$ cat config.mk
export PLATFORM = sky130hd
export DESIGN_NAME = codec_header_to_annexb
export DESIGN_NICKNAME = d
export VERILOG_FILES = /design/src/c2ab_pkg.sv /design/src/c2ab_parse.sv /design/src/codec_header_to_annexb.sv
export SDC_FILE = /design/constraint.sdc
export NUM_CORES = 1
export LEC_CHECK = 0
export ABC_AREA = 1
export BUFFER_PORTS_ARGS = -buffer_cell sky130_fd_sc_hd__buf_2
export CAP_MARGIN = 20
export CORE_MARGIN = 5
export CORE_UTILIZATION = 50
export DETAILED_ROUTE_END_ITERATION = 10
export PLACE_DENSITY_LB_ADDON = 0.25
export SETUP_SLACK_MARGIN = 0.4
export SLEW_MARGIN = 0
export SYNTH_ARGS = -nofsm -noshare
export SYNTH_HDL_FRONTEND = slang
export SYNTH_SLANG_ARGS = --single-unit
$ cat constraint.sdc
create_clock -name clock -period 4.5 [get_ports clock]
set_input_delay 0 -clock clock [delete_from_list [all_inputs] [get_ports clock]]
set_output_delay 0 -clock clock [all_outputs]
set_load 0.05 [all_outputs]
$ cat src/c2ab_pkg.sv
// Shared constants, codes and types of the codec header to Annex-B converter.
`default_nettype none

package c2ab_pkg;

   // Sizing
   localparam int MaxExtradata = 4096;
   localparam int PrefixDepth  = 6;
   localparam int MaxBytes     = 6;
   localparam int CountW       = 3;
   localparam int SizeW        = 13;
   localparam logic [SizeW-1:0] SizeMax = 13'h1fff;

   // Codec codes as latched at the first header byte
   localparam logic [1:0] CodecH264 = 2'd0;
   localparam logic [1:0] CodecH265 = 2'd1;
   localparam logic [1:0] CodecCopy = 2'd2;

   // Register indexes
   localparam logic [0:0] CsrCodecSelect     = 1'b0;
   localparam logic [0:0] CsrStartcodeWindow = 1'b1;

   // Status codes of the summary result
   localparam logic [1:0] StatusOk      = 2'd0;
   localparam logic [1:0] StatusNoStart = 2'd1;
   localparam logic [1:0] StatusTrunc   = 2'd2;

   // Header constants
   localparam logic [3:0][7:0] StartCode = {8'h01, 8'h00, 8'h00, 8'h00};
   localparam logic [7:0] ConfigVersion  = 8'h01;
   localparam logic [7:0] ZeroByte       = 8'h00;
   localparam logic [4:0] SpsCountMask   = 5'h1f;
   localparam logic [2:0] DefaultLenSize = 3'd4;
   localparam logic [2:0] WindowMin      = 3'd1;
   localparam logic [2:0] WindowMax      = 3'd4;
   localparam logic [2:0] WindowReset    = 3'd4;
   localparam logic [7:0] SpsPpsGroups   = 8'd2;
   localparam int AvccSkipLast = 3;
   localparam int HvccSkipLast = 20;

   typedef enum logic [3:0] {
      PhIdle,
      PhSkip,
      PhLenSz,
      PhCount,
      PhAType,
      PhNumHi,
      PhNumLo,
      PhLenHi,
      PhLenLo,
      PhPayload,
      PhDone,
      PhSearch,
      PhPass,
      PhNoStart,
      PhCopy
   } phase_type;

   // All results caused by one request: bytes first, then the optional summary
   typedef struct packed {
      logic [CountW-1:0]            nbytes;
      logic [MaxBytes-1:0][7:0]     bytes;
      logic                         fin;
      logic [SizeW-1:0]             size;
      logic [2:0]                   len_size;
      logic [1:0]                   status;
   } bundle_type;

endpackage

`default_nettype wire

$ cat src/c2ab_parse.sv
// Header parser: per-byte state walk producing the result bundle of each request.
`default_nettype none

module c2ab_parse #(
   parameter int MAX_EXTRADATA = c2ab_pkg::MaxExtradata
) (
   input  wire logic                  clock,
   input  wire logic                  reset,
   input  wire logic                  step,
   input  wire logic [1:0]            codec_select,
   input  wire logic [2:0]            window,
   input  wire logic [7:0]            in_byte,
   input  wire logic                  in_last,
   output c2ab_pkg::bundle_type       bundle
);

   localparam int IdxW     = $clog2(MAX_EXTRADATA + 1);
   localparam int NumStore = c2ab_pkg::PrefixDepth - 1;

   // Parser state
   c2ab_pkg::phase_type phase_ff, phase_in;
   logic [1:0]          codec_ff, codec_in;
   logic [IdxW-1:0]     idx_ff, idx_in;
   logic [7:0]          arrays_ff, arrays_in;
   logic [15:0]         nals_ff, nals_in;
   logic [15:0]         payload_ff, payload_in;
   logic [7:0]          lenhi_ff, lenhi_in;
   logic [8:0]          held_ff, held_in;
   logic [c2ab_pkg::SizeW-1:0] size_ff, size_in;
   logic [2:0]          lensz_ff, lensz_in;

   // Annex-B prefix store and the two most recent search bytes
   logic [NumStore-1:0][7:0] pre_ff, pre_in;
   logic [7:0]          prev1_ff, prev1_in;
   logic [7:0]          prev2_ff, prev2_in;

   // Step temporaries
   logic [2:0]          win;
   logic                srch_full, srch_hit, srch_stop;
   logic [7:0]          grp_arrays;
   c2ab_pkg::phase_type grp_phase;
   logic [15:0]         nal_dec;
   logic [15:0]         count_v;
   logic                do_search;
   logic                closed;
   logic                use_size;
   logic [c2ab_pkg::CountW-1:0]         nb;
   logic [c2ab_pkg::MaxBytes-1:0][7:0]  bytes_v;
   logic [2:0]          fin_len;
   logic [1:0]          fin_status;
   logic [c2ab_pkg::SizeW:0]   size_sum;
   logic [c2ab_pkg::SizeW-1:0] size_sat;

   // Window clamp and start code search on the current byte
   always_comb begin
      if (window < c2ab_pkg::WindowMin) begin
         win = c2ab_pkg::WindowMin;
      end else if (window > c2ab_pkg::WindowMax) begin
         win = c2ab_pkg::WindowMax;
      end else begin
         win = window;
      end
   end

   assign srch_full = idx_ff >= IdxW'(c2ab_pkg::PrefixDepth);
   assign srch_hit  = (idx_ff >= IdxW'(2)) && (idx_ff < IdxW'(win) + IdxW'(2)) &&
                      (prev2_ff == c2ab_pkg::ZeroByte) && (prev1_ff == c2ab_pkg::ZeroByte) &&
                      (in_byte == 8'h01);
   assign srch_stop = idx_ff >= IdxW'(win) + IdxW'(1);

   // End of an array / parameter set group
   assign grp_arrays = arrays_ff - 8'd1;
   assign grp_phase  = (grp_arrays == 8'd0) ? c2ab_pkg::PhDone :
                       ((codec_ff == c2ab_pkg::CodecH265) ? c2ab_pkg::PhAType :
                                                            c2ab_pkg::PhCount);
   assign nal_dec    = nals_ff - 16'd1;

   // One header byte: walk, emit, and close on the last byte
   always_comb begin
      phase_in   = phase_ff;
      codec_in   = codec_ff;
      idx_in     = idx_ff;
      arrays_in  = arrays_ff;
      nals_in    = nals_ff;
      payload_in = payload_ff;
      lenhi_in   = lenhi_ff;
      held_in    = held_ff;
      lensz_in   = lensz_ff;
      pre_in     = pre_ff;
      prev1_in   = prev1_ff;
      prev2_in   = prev2_ff;
      count_v    = '0;
      do_search  = 1'b0;
      closed     = 1'b0;
      use_size   = 1'b0;
      nb         = '0;
      bytes_v    = '0;
      fin_len    = lensz_ff;
      fin_status = c2ab_pkg::StatusOk;

      if (idx_ff < IdxW'(MAX_EXTRADATA)) begin
         unique case (phase_ff)
            c2ab_pkg::PhIdle: begin
               if (codec_select >= c2ab_pkg::CodecCopy) begin
                  codec_in   = c2ab_pkg::CodecCopy;
                  phase_in   = c2ab_pkg::PhCopy;
                  bytes_v[0] = in_byte;
                  nb         = 3'd1;
               end else begin
                  codec_in = codec_select;
                  if (in_byte == c2ab_pkg::ConfigVersion) begin
                     phase_in = c2ab_pkg::PhSkip;
                  end else begin
                     phase_in  = c2ab_pkg::PhSearch;
                     do_search = 1'b1;
                  end
               end
            end
            c2ab_pkg::PhSkip: begin
               if (idx_ff >= ((codec_ff == c2ab_pkg::CodecH265) ?
                              IdxW'(c2ab_pkg::HvccSkipLast) :
                              IdxW'(c2ab_pkg::AvccSkipLast))) begin
                  phase_in = c2ab_pkg::PhLenSz;
               end
            end
            c2ab_pkg::PhLenSz: begin
               lensz_in = 3'(in_byte[1:0]) + 3'd1;
               if (codec_ff != c2ab_pkg::CodecH265) begin
                  arrays_in = c2ab_pkg::SpsPpsGroups;
               end
               phase_in = c2ab_pkg::PhCount;
            end
            c2ab_pkg::PhCount: begin
               if (codec_ff == c2ab_pkg::CodecH265) begin
                  arrays_in = in_byte;
                  phase_in  = (in_byte == 8'd0) ? c2ab_pkg::PhDone : c2ab_pkg::PhAType;
               end else begin
                  // SPS count lives in the low five bits
                  count_v = (arrays_ff == c2ab_pkg::SpsPpsGroups) ?
                            16'(in_byte[4:0] & c2ab_pkg::SpsCountMask) : 16'(in_byte);
                  nals_in = count_v;
                  if (count_v == 16'd0) begin
                     arrays_in = grp_arrays;
                     phase_in  = grp_phase;
                  end else begin
                     phase_in = c2ab_pkg::PhLenHi;
                  end
               end
            end
            c2ab_pkg::PhAType: begin
               phase_in = c2ab_pkg::PhNumHi;
            end
            c2ab_pkg::PhNumHi: begin
               lenhi_in = in_byte;
               phase_in = c2ab_pkg::PhNumLo;
            end
            c2ab_pkg::PhNumLo: begin
               nals_in = {lenhi_ff, in_byte};
               if ({lenhi_ff, in_byte} == 16'd0) begin
                  arrays_in = grp_arrays;
                  phase_in  = grp_phase;
               end else begin
                  phase_in = c2ab_pkg::PhLenHi;
               end
            end
            c2ab_pkg::PhLenHi: begin
               lenhi_in = in_byte;
               phase_in = c2ab_pkg::PhLenLo;
            end
            c2ab_pkg::PhLenLo: begin
               // length field becomes a four-byte start code
               payload_in = {lenhi_ff, in_byte};
               for (int k = 0; k < 4; k++) begin
                  bytes_v[k] = c2ab_pkg::StartCode[k];
               end
               nb = 3'd4;
               if ({lenhi_ff, in_byte} == 16'd0) begin
                  nals_in = nal_dec;
                  if (nal_dec == 16'd0) begin
                     arrays_in = grp_arrays;
                     phase_in  = grp_phase;
                  end else begin
                     phase_in = c2ab_pkg::PhLenHi;
                  end
               end else begin
                  phase_in = c2ab_pkg::PhPayload;
               end
            end
            c2ab_pkg::PhPayload: begin
               bytes_v[0] = in_byte;
               nb         = 3'd1;
               payload_in = payload_ff - 16'd1;
               if (payload_ff == 16'd1) begin
                  nals_in = nal_dec;
                  if (nal_dec == 16'd0) begin
                     arrays_in = grp_arrays;
                     phase_in  = grp_phase;
                  end else begin
                     phase_in = c2ab_pkg::PhLenHi;
                  end
               end
            end
            c2ab_pkg::PhSearch: begin
               do_search = 1'b1;
            end
            c2ab_pkg::PhPass: begin
               // one byte of delay so a trailing zero can be dropped
               bytes_v[0] = held_ff[7:0];
               nb         = 3'd1;
               held_in    = {1'b1, in_byte};
            end
            c2ab_pkg::PhCopy: begin
               bytes_v[0] = in_byte;
               nb         = 3'd1;
            end
            default: begin
            end
         endcase

         // Start code search over the leading bytes
         if (do_search) begin
            if (srch_full) begin
               phase_in = c2ab_pkg::PhNoStart;
            end else begin
               for (int k = 0; k < NumStore; k++) begin
                  if (idx_ff == IdxW'(k)) begin
                     pre_in[k] = in_byte;
                  end
               end
               prev2_in = prev1_ff;
               prev1_in = in_byte;
               if (srch_hit) begin
                  if (in_last && (idx_ff < IdxW'(3))) begin
                     closed     = 1'b1;
                     fin_len    = lensz_in;
                     fin_status = c2ab_pkg::StatusOk;
                  end else begin
                     for (int k = 0; k < NumStore; k++) begin
                        if (IdxW'(k) < idx_ff) begin
                           bytes_v[k] = pre_ff[k];
                        end
                     end
                     nb       = c2ab_pkg::CountW'(idx_ff);
                     held_in  = {1'b1, in_byte};
                     phase_in = c2ab_pkg::PhPass;
                  end
               end else if (srch_stop) begin
                  phase_in = c2ab_pkg::PhNoStart;
               end
            end
         end

         if (!closed) begin
            idx_in = idx_ff + IdxW'(1);
         end
      end

      // Close the header on the last byte
      if (in_last && !closed) begin
         closed  = 1'b1;
         fin_len = lensz_in;
         unique case (phase_in) inside
            c2ab_pkg::PhCopy, c2ab_pkg::PhDone: begin
               use_size   = 1'b1;
               fin_status = c2ab_pkg::StatusOk;
            end
            c2ab_pkg::PhPass: begin
               if (held_in[8] && !((codec_in == c2ab_pkg::CodecH264) &&
                                   (held_in[7:0] == c2ab_pkg::ZeroByte))) begin
                  bytes_v[nb] = held_in[7:0];
                  nb          = nb + 3'd1;
               end
               use_size   = 1'b1;
               fin_status = c2ab_pkg::StatusOk;
            end
            c2ab_pkg::PhSearch, c2ab_pkg::PhNoStart: begin
               fin_status = (idx_in > IdxW'(3)) ? c2ab_pkg::StatusNoStart :
                                                  c2ab_pkg::StatusOk;
            end
            c2ab_pkg::PhIdle: begin
               fin_status = c2ab_pkg::StatusOk;
            end
            c2ab_pkg::PhSkip: begin
               if (idx_in == IdxW'(1)) begin
                  fin_status = c2ab_pkg::StatusOk;
               end else begin
                  use_size   = 1'b1;
                  fin_status = c2ab_pkg::StatusTrunc;
               end
            end
            default: begin
               use_size   = 1'b1;
               fin_status = c2ab_pkg::StatusTrunc;
            end
         endcase
      end

      // Saturating byte count
      size_sum = {1'b0, size_ff} + (c2ab_pkg::SizeW + 1)'(nb);
      size_sat = (size_sum > (c2ab_pkg::SizeW + 1)'(c2ab_pkg::SizeMax)) ?
                 c2ab_pkg::SizeMax : size_sum[c2ab_pkg::SizeW-1:0];
      size_in  = size_sat;

      // Back to idle after the summary
      if (closed) begin
         phase_in   = c2ab_pkg::PhIdle;
         codec_in   = c2ab_pkg::CodecH264;
         idx_in     = '0;
         arrays_in  = '0;
         nals_in    = '0;
         payload_in = '0;
         lenhi_in   = '0;
         held_in    = '0;
         size_in    = '0;
         lensz_in   = c2ab_pkg::DefaultLenSize;
      end

      bundle.nbytes   = nb;
      bundle.bytes    = bytes_v;
      bundle.fin      = closed;
      bundle.size     = use_size ? size_sat : '0;
      bundle.len_size = fin_len;
      bundle.status   = fin_status;
   end

   // Control state
   always_ff @(posedge clock) begin
      if (reset) begin
         phase_ff   <= c2ab_pkg::PhIdle;
         codec_ff   <= c2ab_pkg::CodecH264;
         idx_ff     <= '0;
         arrays_ff  <= '0;
         nals_ff    <= '0;
         payload_ff <= '0;
         lenhi_ff   <= '0;
         held_ff    <= '0;
         size_ff    <= '0;
         lensz_ff   <= c2ab_pkg::DefaultLenSize;
      end else if (step) begin
         phase_ff   <= phase_in;
         codec_ff   <= codec_in;
         idx_ff     <= idx_in;
         arrays_ff  <= arrays_in;
         nals_ff    <= nals_in;
         payload_ff <= payload_in;
         lenhi_ff   <= lenhi_in;
         held_ff    <= held_in;
         size_ff    <= size_in;
         lensz_ff   <= lensz_in;
      end
   end

   // Prefix bytes, written before read
   always_ff @(posedge clock) begin
      if (step) begin
         pre_ff   <= pre_in;
         prev1_ff <= prev1_in;
         prev2_ff <= prev2_in;
      end
   end

endmodule

`default_nettype wire

$ cat src/codec_header_to_annexb.sv
// Top level: codec header (avcC / hvcC / Annex-B) to Annex-B byte stream converter.
//
// Usage: header bytes enter one per request on req_ (req_in_last marks the final
// byte). Each request yields zero or more byte results on rsp_ (rsp_final_res = 0),
// and the final byte adds one summary result (rsp_final_res = 1) with the emitted
// size, the NAL length size and the status.
// Latency: the first result of a request is presented the cycle after it is
// accepted. Throughput is one request per cycle while each request yields at most
// one result and rsp_stall is low. A request yielding several results (up to seven:
// four start code bytes on a length field, or the buffered Annex-B prefix plus
// the summary) holds the result register until the last is taken, with req_stall
// high meanwhile. Requests yielding no result are taken while the register is free.
// Stall: while rsp_stall is high the pending result holds and req_stall stays high.
// Reset: codec_select returns to H.264, startcode_window to 4, the parser to idle
// and the result register empties. The user must write registers through csr_ only
// between headers (the block does not check); codec_select is read at header start.
`default_nettype none

module codec_header_to_annexb #(
   parameter int MAX_EXTRADATA = c2ab_pkg::MaxExtradata
) (
   input  wire logic        clock,
   input  wire logic        reset,
   // Configuration writes
   input  wire logic        csr_wr_en,
   input  wire logic [0:0]  csr_index,
   input  wire logic [2:0]  csr_wdata,
   // Header bytes in
   input  wire logic        req_valid,
   output logic             req_stall,
   input  wire logic [7:0]  req_in_byte,
   input  wire logic        req_in_last,
   // Results out
   output logic             rsp_valid,
   input  wire logic        rsp_stall,
   output logic [7:0]       rsp_out_byte,
   output logic             rsp_final_res,
   output logic [12:0]      rsp_header_size,
   output logic [2:0]       rsp_nal_length_size,
   output logic [1:0]       rsp_status
);

   // Configuration registers
   logic [1:0] codec_ff;
   logic [2:0] window_ff;

   // Result register: pending bytes then optional summary
   logic [c2ab_pkg::CountW-1:0]        nb_ff, nb_in;
   logic [c2ab_pkg::MaxBytes-1:0][7:0] bytes_ff, bytes_in;
   logic                               fin_ff, fin_in;
   logic [c2ab_pkg::SizeW-1:0]         fsize_ff;
   logic [2:0]                         flen_ff;
   logic [1:0]                         fstat_ff;

   c2ab_pkg::bundle_type bundle;
   logic has_byte;
   logic take;
   logic last_take;
   logic free;
   logic accept;

   c2ab_parse #(
      .MAX_EXTRADATA (MAX_EXTRADATA)
   ) u_parse (
      .clock        (clock),
      .reset        (reset),
      .step         (accept),
      .codec_select (codec_ff),
      .window       (window_ff),
      .in_byte      (req_in_byte),
      .in_last      (req_in_last),
      .bundle       (bundle)
   );

   // Configuration write decode
   always_ff @(posedge clock) begin
      if (reset) begin
         codec_ff  <= c2ab_pkg::CodecH264;
         window_ff <= c2ab_pkg::WindowReset;
      end else if (csr_wr_en) begin
         unique case (csr_index)
            c2ab_pkg::CsrCodecSelect:     codec_ff  <= csr_wdata[1:0];
            c2ab_pkg::CsrStartcodeWindow: window_ff <= csr_wdata;
            default: begin
            end
         endcase
      end
   end

   // Handshake: a new request loads once the last pending result leaves
   assign has_byte  = nb_ff != '0;
   assign rsp_valid = has_byte || fin_ff;
   assign take      = rsp_valid && !rsp_stall;
   assign last_take = take && (has_byte ? ((nb_ff == c2ab_pkg::CountW'(1)) && !fin_ff) : 1'b1);
   assign free      = !rsp_valid || last_take;
   assign req_stall = !free;
   assign accept    = req_valid && free;

   // Result register next value
   always_comb begin
      nb_in    = nb_ff;
      bytes_in = bytes_ff;
      fin_in   = fin_ff;
      if (accept) begin
         nb_in    = bundle.nbytes;
         bytes_in = bundle.bytes;
         fin_in   = bundle.fin;
      end else if (take) begin
         if (has_byte) begin
            nb_in    = nb_ff - c2ab_pkg::CountW'(1);
            bytes_in = bytes_ff >> 8;
         end else begin
            fin_in = 1'b0;
         end
      end
   end

   always_ff @(posedge clock) begin
      if (reset) begin
         nb_ff  <= '0;
         fin_ff <= 1'b0;
      end else begin
         nb_ff  <= nb_in;
         fin_ff <= fin_in;
      end
   end

   always_ff @(posedge clock) begin
      bytes_ff <= bytes_in;
      if (accept) begin
         fsize_ff <= bundle.size;
         flen_ff  <= bundle.len_size;
         fstat_ff <= bundle.status;
      end
   end

   // Result fields: byte results carry zeros in the summary fields
   assign rsp_out_byte        = has_byte ? bytes_ff[0] : 8'h00;
   assign rsp_final_res       = !has_byte && fin_ff;
   assign rsp_header_size     = has_byte ? '0 : fsize_ff;
   assign rsp_nal_length_size = has_byte ? 3'd0 : flen_ff;
   assign rsp_status          = has_byte ? c2ab_pkg::StatusOk : fstat_ff;

   // Checks
   a_stall_follows: assert property (@(posedge clock) disable iff (reset)
      rsp_valid && rsp_stall |-> req_stall)
      else $error("request taken while a result is held");

   a_count_bound: assert property (@(posedge clock) disable iff (reset)
      nb_ff <= c2ab_pkg::CountW'(c2ab_pkg::MaxBytes))
      else $error("pending byte count out of range");

   a_summary_drains: assert property (@(posedge clock) disable iff (reset)
      take && !has_byte && !accept |=> !rsp_valid)
      else $error("summary result repeated");

   a_load_shows: assert property (@(posedge clock) disable iff (reset)
      accept |=> rsp_valid == (($past(bundle.nbytes) != '0) || $past(bundle.fin)))
      else $error("loaded results not presented");

endmodule

`default_nettype wire
==> impl_metrics.ini <==
[worst_setup_path]
cp_common_cell = buf_6
worst-r2r-cell-count = 38
crit_path_top_delay_cell = dfxtp_4
cp-endpoint = bytes_ff[15]
critical_path.startpoint_type = flop
register_to_register_setup_slack_ns = -0.005
worst_ep_required_time_ns = 4.90
r2r_end = bytes_ff[15]
reg2reg_from = window_ff[2]
setup.worst_path.class = flop to flop
endpoint_kind = flop
max_stage_delay_ns = 0.39
crit_path_start = window_ff[2]
critical_path_peak_fanout = 7
critPathArrivalTime_ns = 4.90

[global_routing]
grt_max_degree = 84
grt_util_met1 = 0.338
top_usage_layer = met2
global_route.usage.total = 0.260
global_route.overflow_total = 0
met3_usage = 0.0452
via_count_of_the_first_global_routing_pass = 12421
groute.layer.met2.usage = 0.430
grt_pass1_wl_mm = 64.0
grt_antenna_before_repair = 0

[run]
drv_cap = 0

[status]
failed_checks = negative setup slack
outcome = complete, but fails checks

[cts]
clk_transition_reported_paths_ns = 0.06
clock_latency_reported_for_the_late_side_of_the_worst_skew_pair_ns = 0.55
h_tree_depth = 1
cts_root_buf = clkbuf_16
cts_made_buffers = 26
maximum_clock_path_buffer_count = 3
clock-sinks = 223
tritoncts_clock_tree = yes

[route]
detailroute.via_count = 13088
remaining_design_rule_violation_count = 0
post_drt_via_cell_ratio = 5.61
drt_first_iter_violations = 1312
first_pass_iters = 7
drtAntennaViolNets = 0
routed_wirelength_mm = 40.7
wire_per_inst_um = 17.4

[floorplan]
top_ports = 47
design.die.area_um2 = 29900
start_util = 0.508
floorplan.core_area_um2 = 26100
die_width_um = 173
die_y_um = 173
row_count = 59

[sta]
finalSetupViolations = 1
fmax_ghz = 0.222
grt_setup_unrepaired = true
setup_total_negative_slack_ns = -0.00550
timing.final.crit_share = 1.00
tightestPinTransition_ns = 0.976
maxSlewViolCount = 0
worst_slack_ns = -0.00550
post-route-min-period_ns = 4.51
max-slew-margin-rel = 0.349
fin_worst_skew_ns = 0.0188
finalHoldViolCount = 0

[power]
power.share.switching = 0.420
power.ir.vdd_worst_mv = 0.312
internal_power_uw = 4960
power.static_leakage_uw = 0.00703
seqPwrFrac = 0.346
power.density_nw_per_um2 = 523
clock_power_share = 0.252
power_frac_comb = 0.403
power.switching_uw = 3580

[logic_synthesis]
post-synth-top-area-fraction = 0.276
synth_sequential_area_ratio = 0.428
synth.most_common_cell = nand2_1
synthesis.yosys.warnings = 0
synth.ff_latch_count = 223
syn_area_um2 = 13300
post_synth_inst_count = 1804
synth_async_sr_flop_share = 0
synth_largest_area_cell = edfxtp_1
synth_edf_count = 122
synth_top_cells_by_area = edfxtp_1 28%, dfxtp_1 15%, nand2_1 13%
ys.flop_type = edfxtp_1
leading_post_synthesis_cells_by_instance_count = 475 x nand2_1, 229 x nor2_1, 223 x inv_1, 122 x edfxtp_1, 111 x nand3_1
number_of_distinct_library_cell_variants_in_the_gate_level_netlist_after_synthesis = 58
syn_avg_cell_area_um2 = 7.37

[layout]
final_nets = 2031
n_antenna_cell = 0
area_growth_syn_to_layout_pct = 22.9
post_route_cells_drive_above_1_share = 0.187

[place]
pre_cts_slack_ns = -0.0573
routabilityCongestion = 0.968
number_of_buffer_cells_added_on_primary_ports = 46
hpwlAfterDp_mm = 28.0

[min_path]
hold_class = primary input to flop
## placed cells by master, fill, tap and decap left out, types with 32 or more instances in the layout
cell	instances
dfxtp_1	99
nand2_2	32
buf_2	47
nand3_1	100
buf_6	36
edfxtp_1	122
o21ai_0	68
nand2_1	449
nor2_1	212
inv_1	210
buf_4	98
a21oi_1	106
## through the flow
step / area [um^2] / util / hold WS, ns / total power [uW] / instances
global route: 16300 / 0.625 / 0.0247 / 9060 / 2333
finish: 16300 / 0.625 / 0.0118 / 8540 / 2333
global placement: 14300 / 0.546 / 0.238 / 6280 / 2201
CTS: 15900 / 0.607 / 0.00185 / 8520 / 2319
detailed placement: 14300 / 0.546 / 0.250 / 6330 / 2201
floorplan: 13400 / - / 0.0989 / 5430 / 1809
## critical path, delay by kind of cell, from the launching register on
kind	cells	cell delay, ns
compound gates	1	0.05
fa+ha+maj	2	0.54
flops	1	0.39
simple gates	12	0.98
buf+inv	23	2.39
## area by class of cell
class | instances | area [um^2]
multi-input combinational | 1290 | 6880
tap | 335 | 419
clock buffer | 36 | 739
clock inverter | 12 | 125
sequential | 223 | 5690
inverter | 236 | 900
timing repair buffer | 201 | 1580
fill | 2291 | 9800
## sequential cells by signal (all words and copies together), names as in the netlist, 3 cells and up
register and cells:
u_parse.prev2_ff 8, u_parse.held_ff 9, u_parse.payload_ff 16, u_parse.lenhi_ff 8, u_parse.pre_ff 40, flen_ff 3, window_ff 3, u_parse.prev1_ff 8
u_parse.idx_ff 13, u_parse.lensz_ff 3, nb_ff 3, u_parse.arrays_ff 8, u_parse.size_ff 13, u_parse.phase_ff 4, u_parse.nals_ff 16, bytes_ff 48
fsize_ff 13
## worst min path at each step
stage | start | depth (start not counted) | to
after floorplan | req_in_byte[0] | 0 | u_parse.pre_ff[0]
after global placement | csr_wdata[0] | 3 | codec_ff[0]
after detailed placement | csr_wdata[2] | 3 | window_ff[2]
after CTS | req_in_last | 4 | u_parse.payload_ff[2]
after global routing | req_in_last | 4 | u_parse.payload_ff[2]
final | req_in_last | 4 | u_parse.payload_ff[2]
## power by group through the flow
stage / Clock, uW / Sequential, uW / Combinational, uW
6_report: 2150 / 2950 / 3440
2_1_floorplan: 0 / 2940 / 2480
5_1_grt: 2260 / 3000 / 3800
3_3_place_gp: 0 / 2970 / 3310
3_5_place_dp: 0 / 2990 / 3340
4_1_cts: 2180 / 2950 / 3390
## what timing repair did
item | 4_1_cts | 5_1_grt
hold buffers | 20 | 0
setup endpoints to repair | 26 | 35
hold endpoints to repair | 52 | 0
pin swaps | 29 | 44
gates resized for setup | 36 | 106
gates cloned | 0 | 0
buffers inserted | 50 | 13
## metal layers
layer / wire [um] / vias up / part of all wire
met1: 16600 / 6046 / 0.41
met3: 3340 / 145 / 0.082
li1: - / 6299 / -
met2: 18800 / 598 / 0.46
met4: 1900 / 0 / 0.047
met5: 0 / - / 0
## cells by family (layout without fill, tap and decap cells)
kind of cell	after synthesis	count (layout)	synth area share
XOR/XNOR	34	34	0.0224
flip-flops	223	223	0.428
AO/OA/AOI/OAI	283	283	0.125
adder cells (fa/ha/maj)	35	35	0.0335
AND/OR/NAND/NOR	932	932	0.304
other	1	6	0.000282
buffers and inverters	296	485	0.0870
Note: power is estimated with default switching activity, not from simulation.
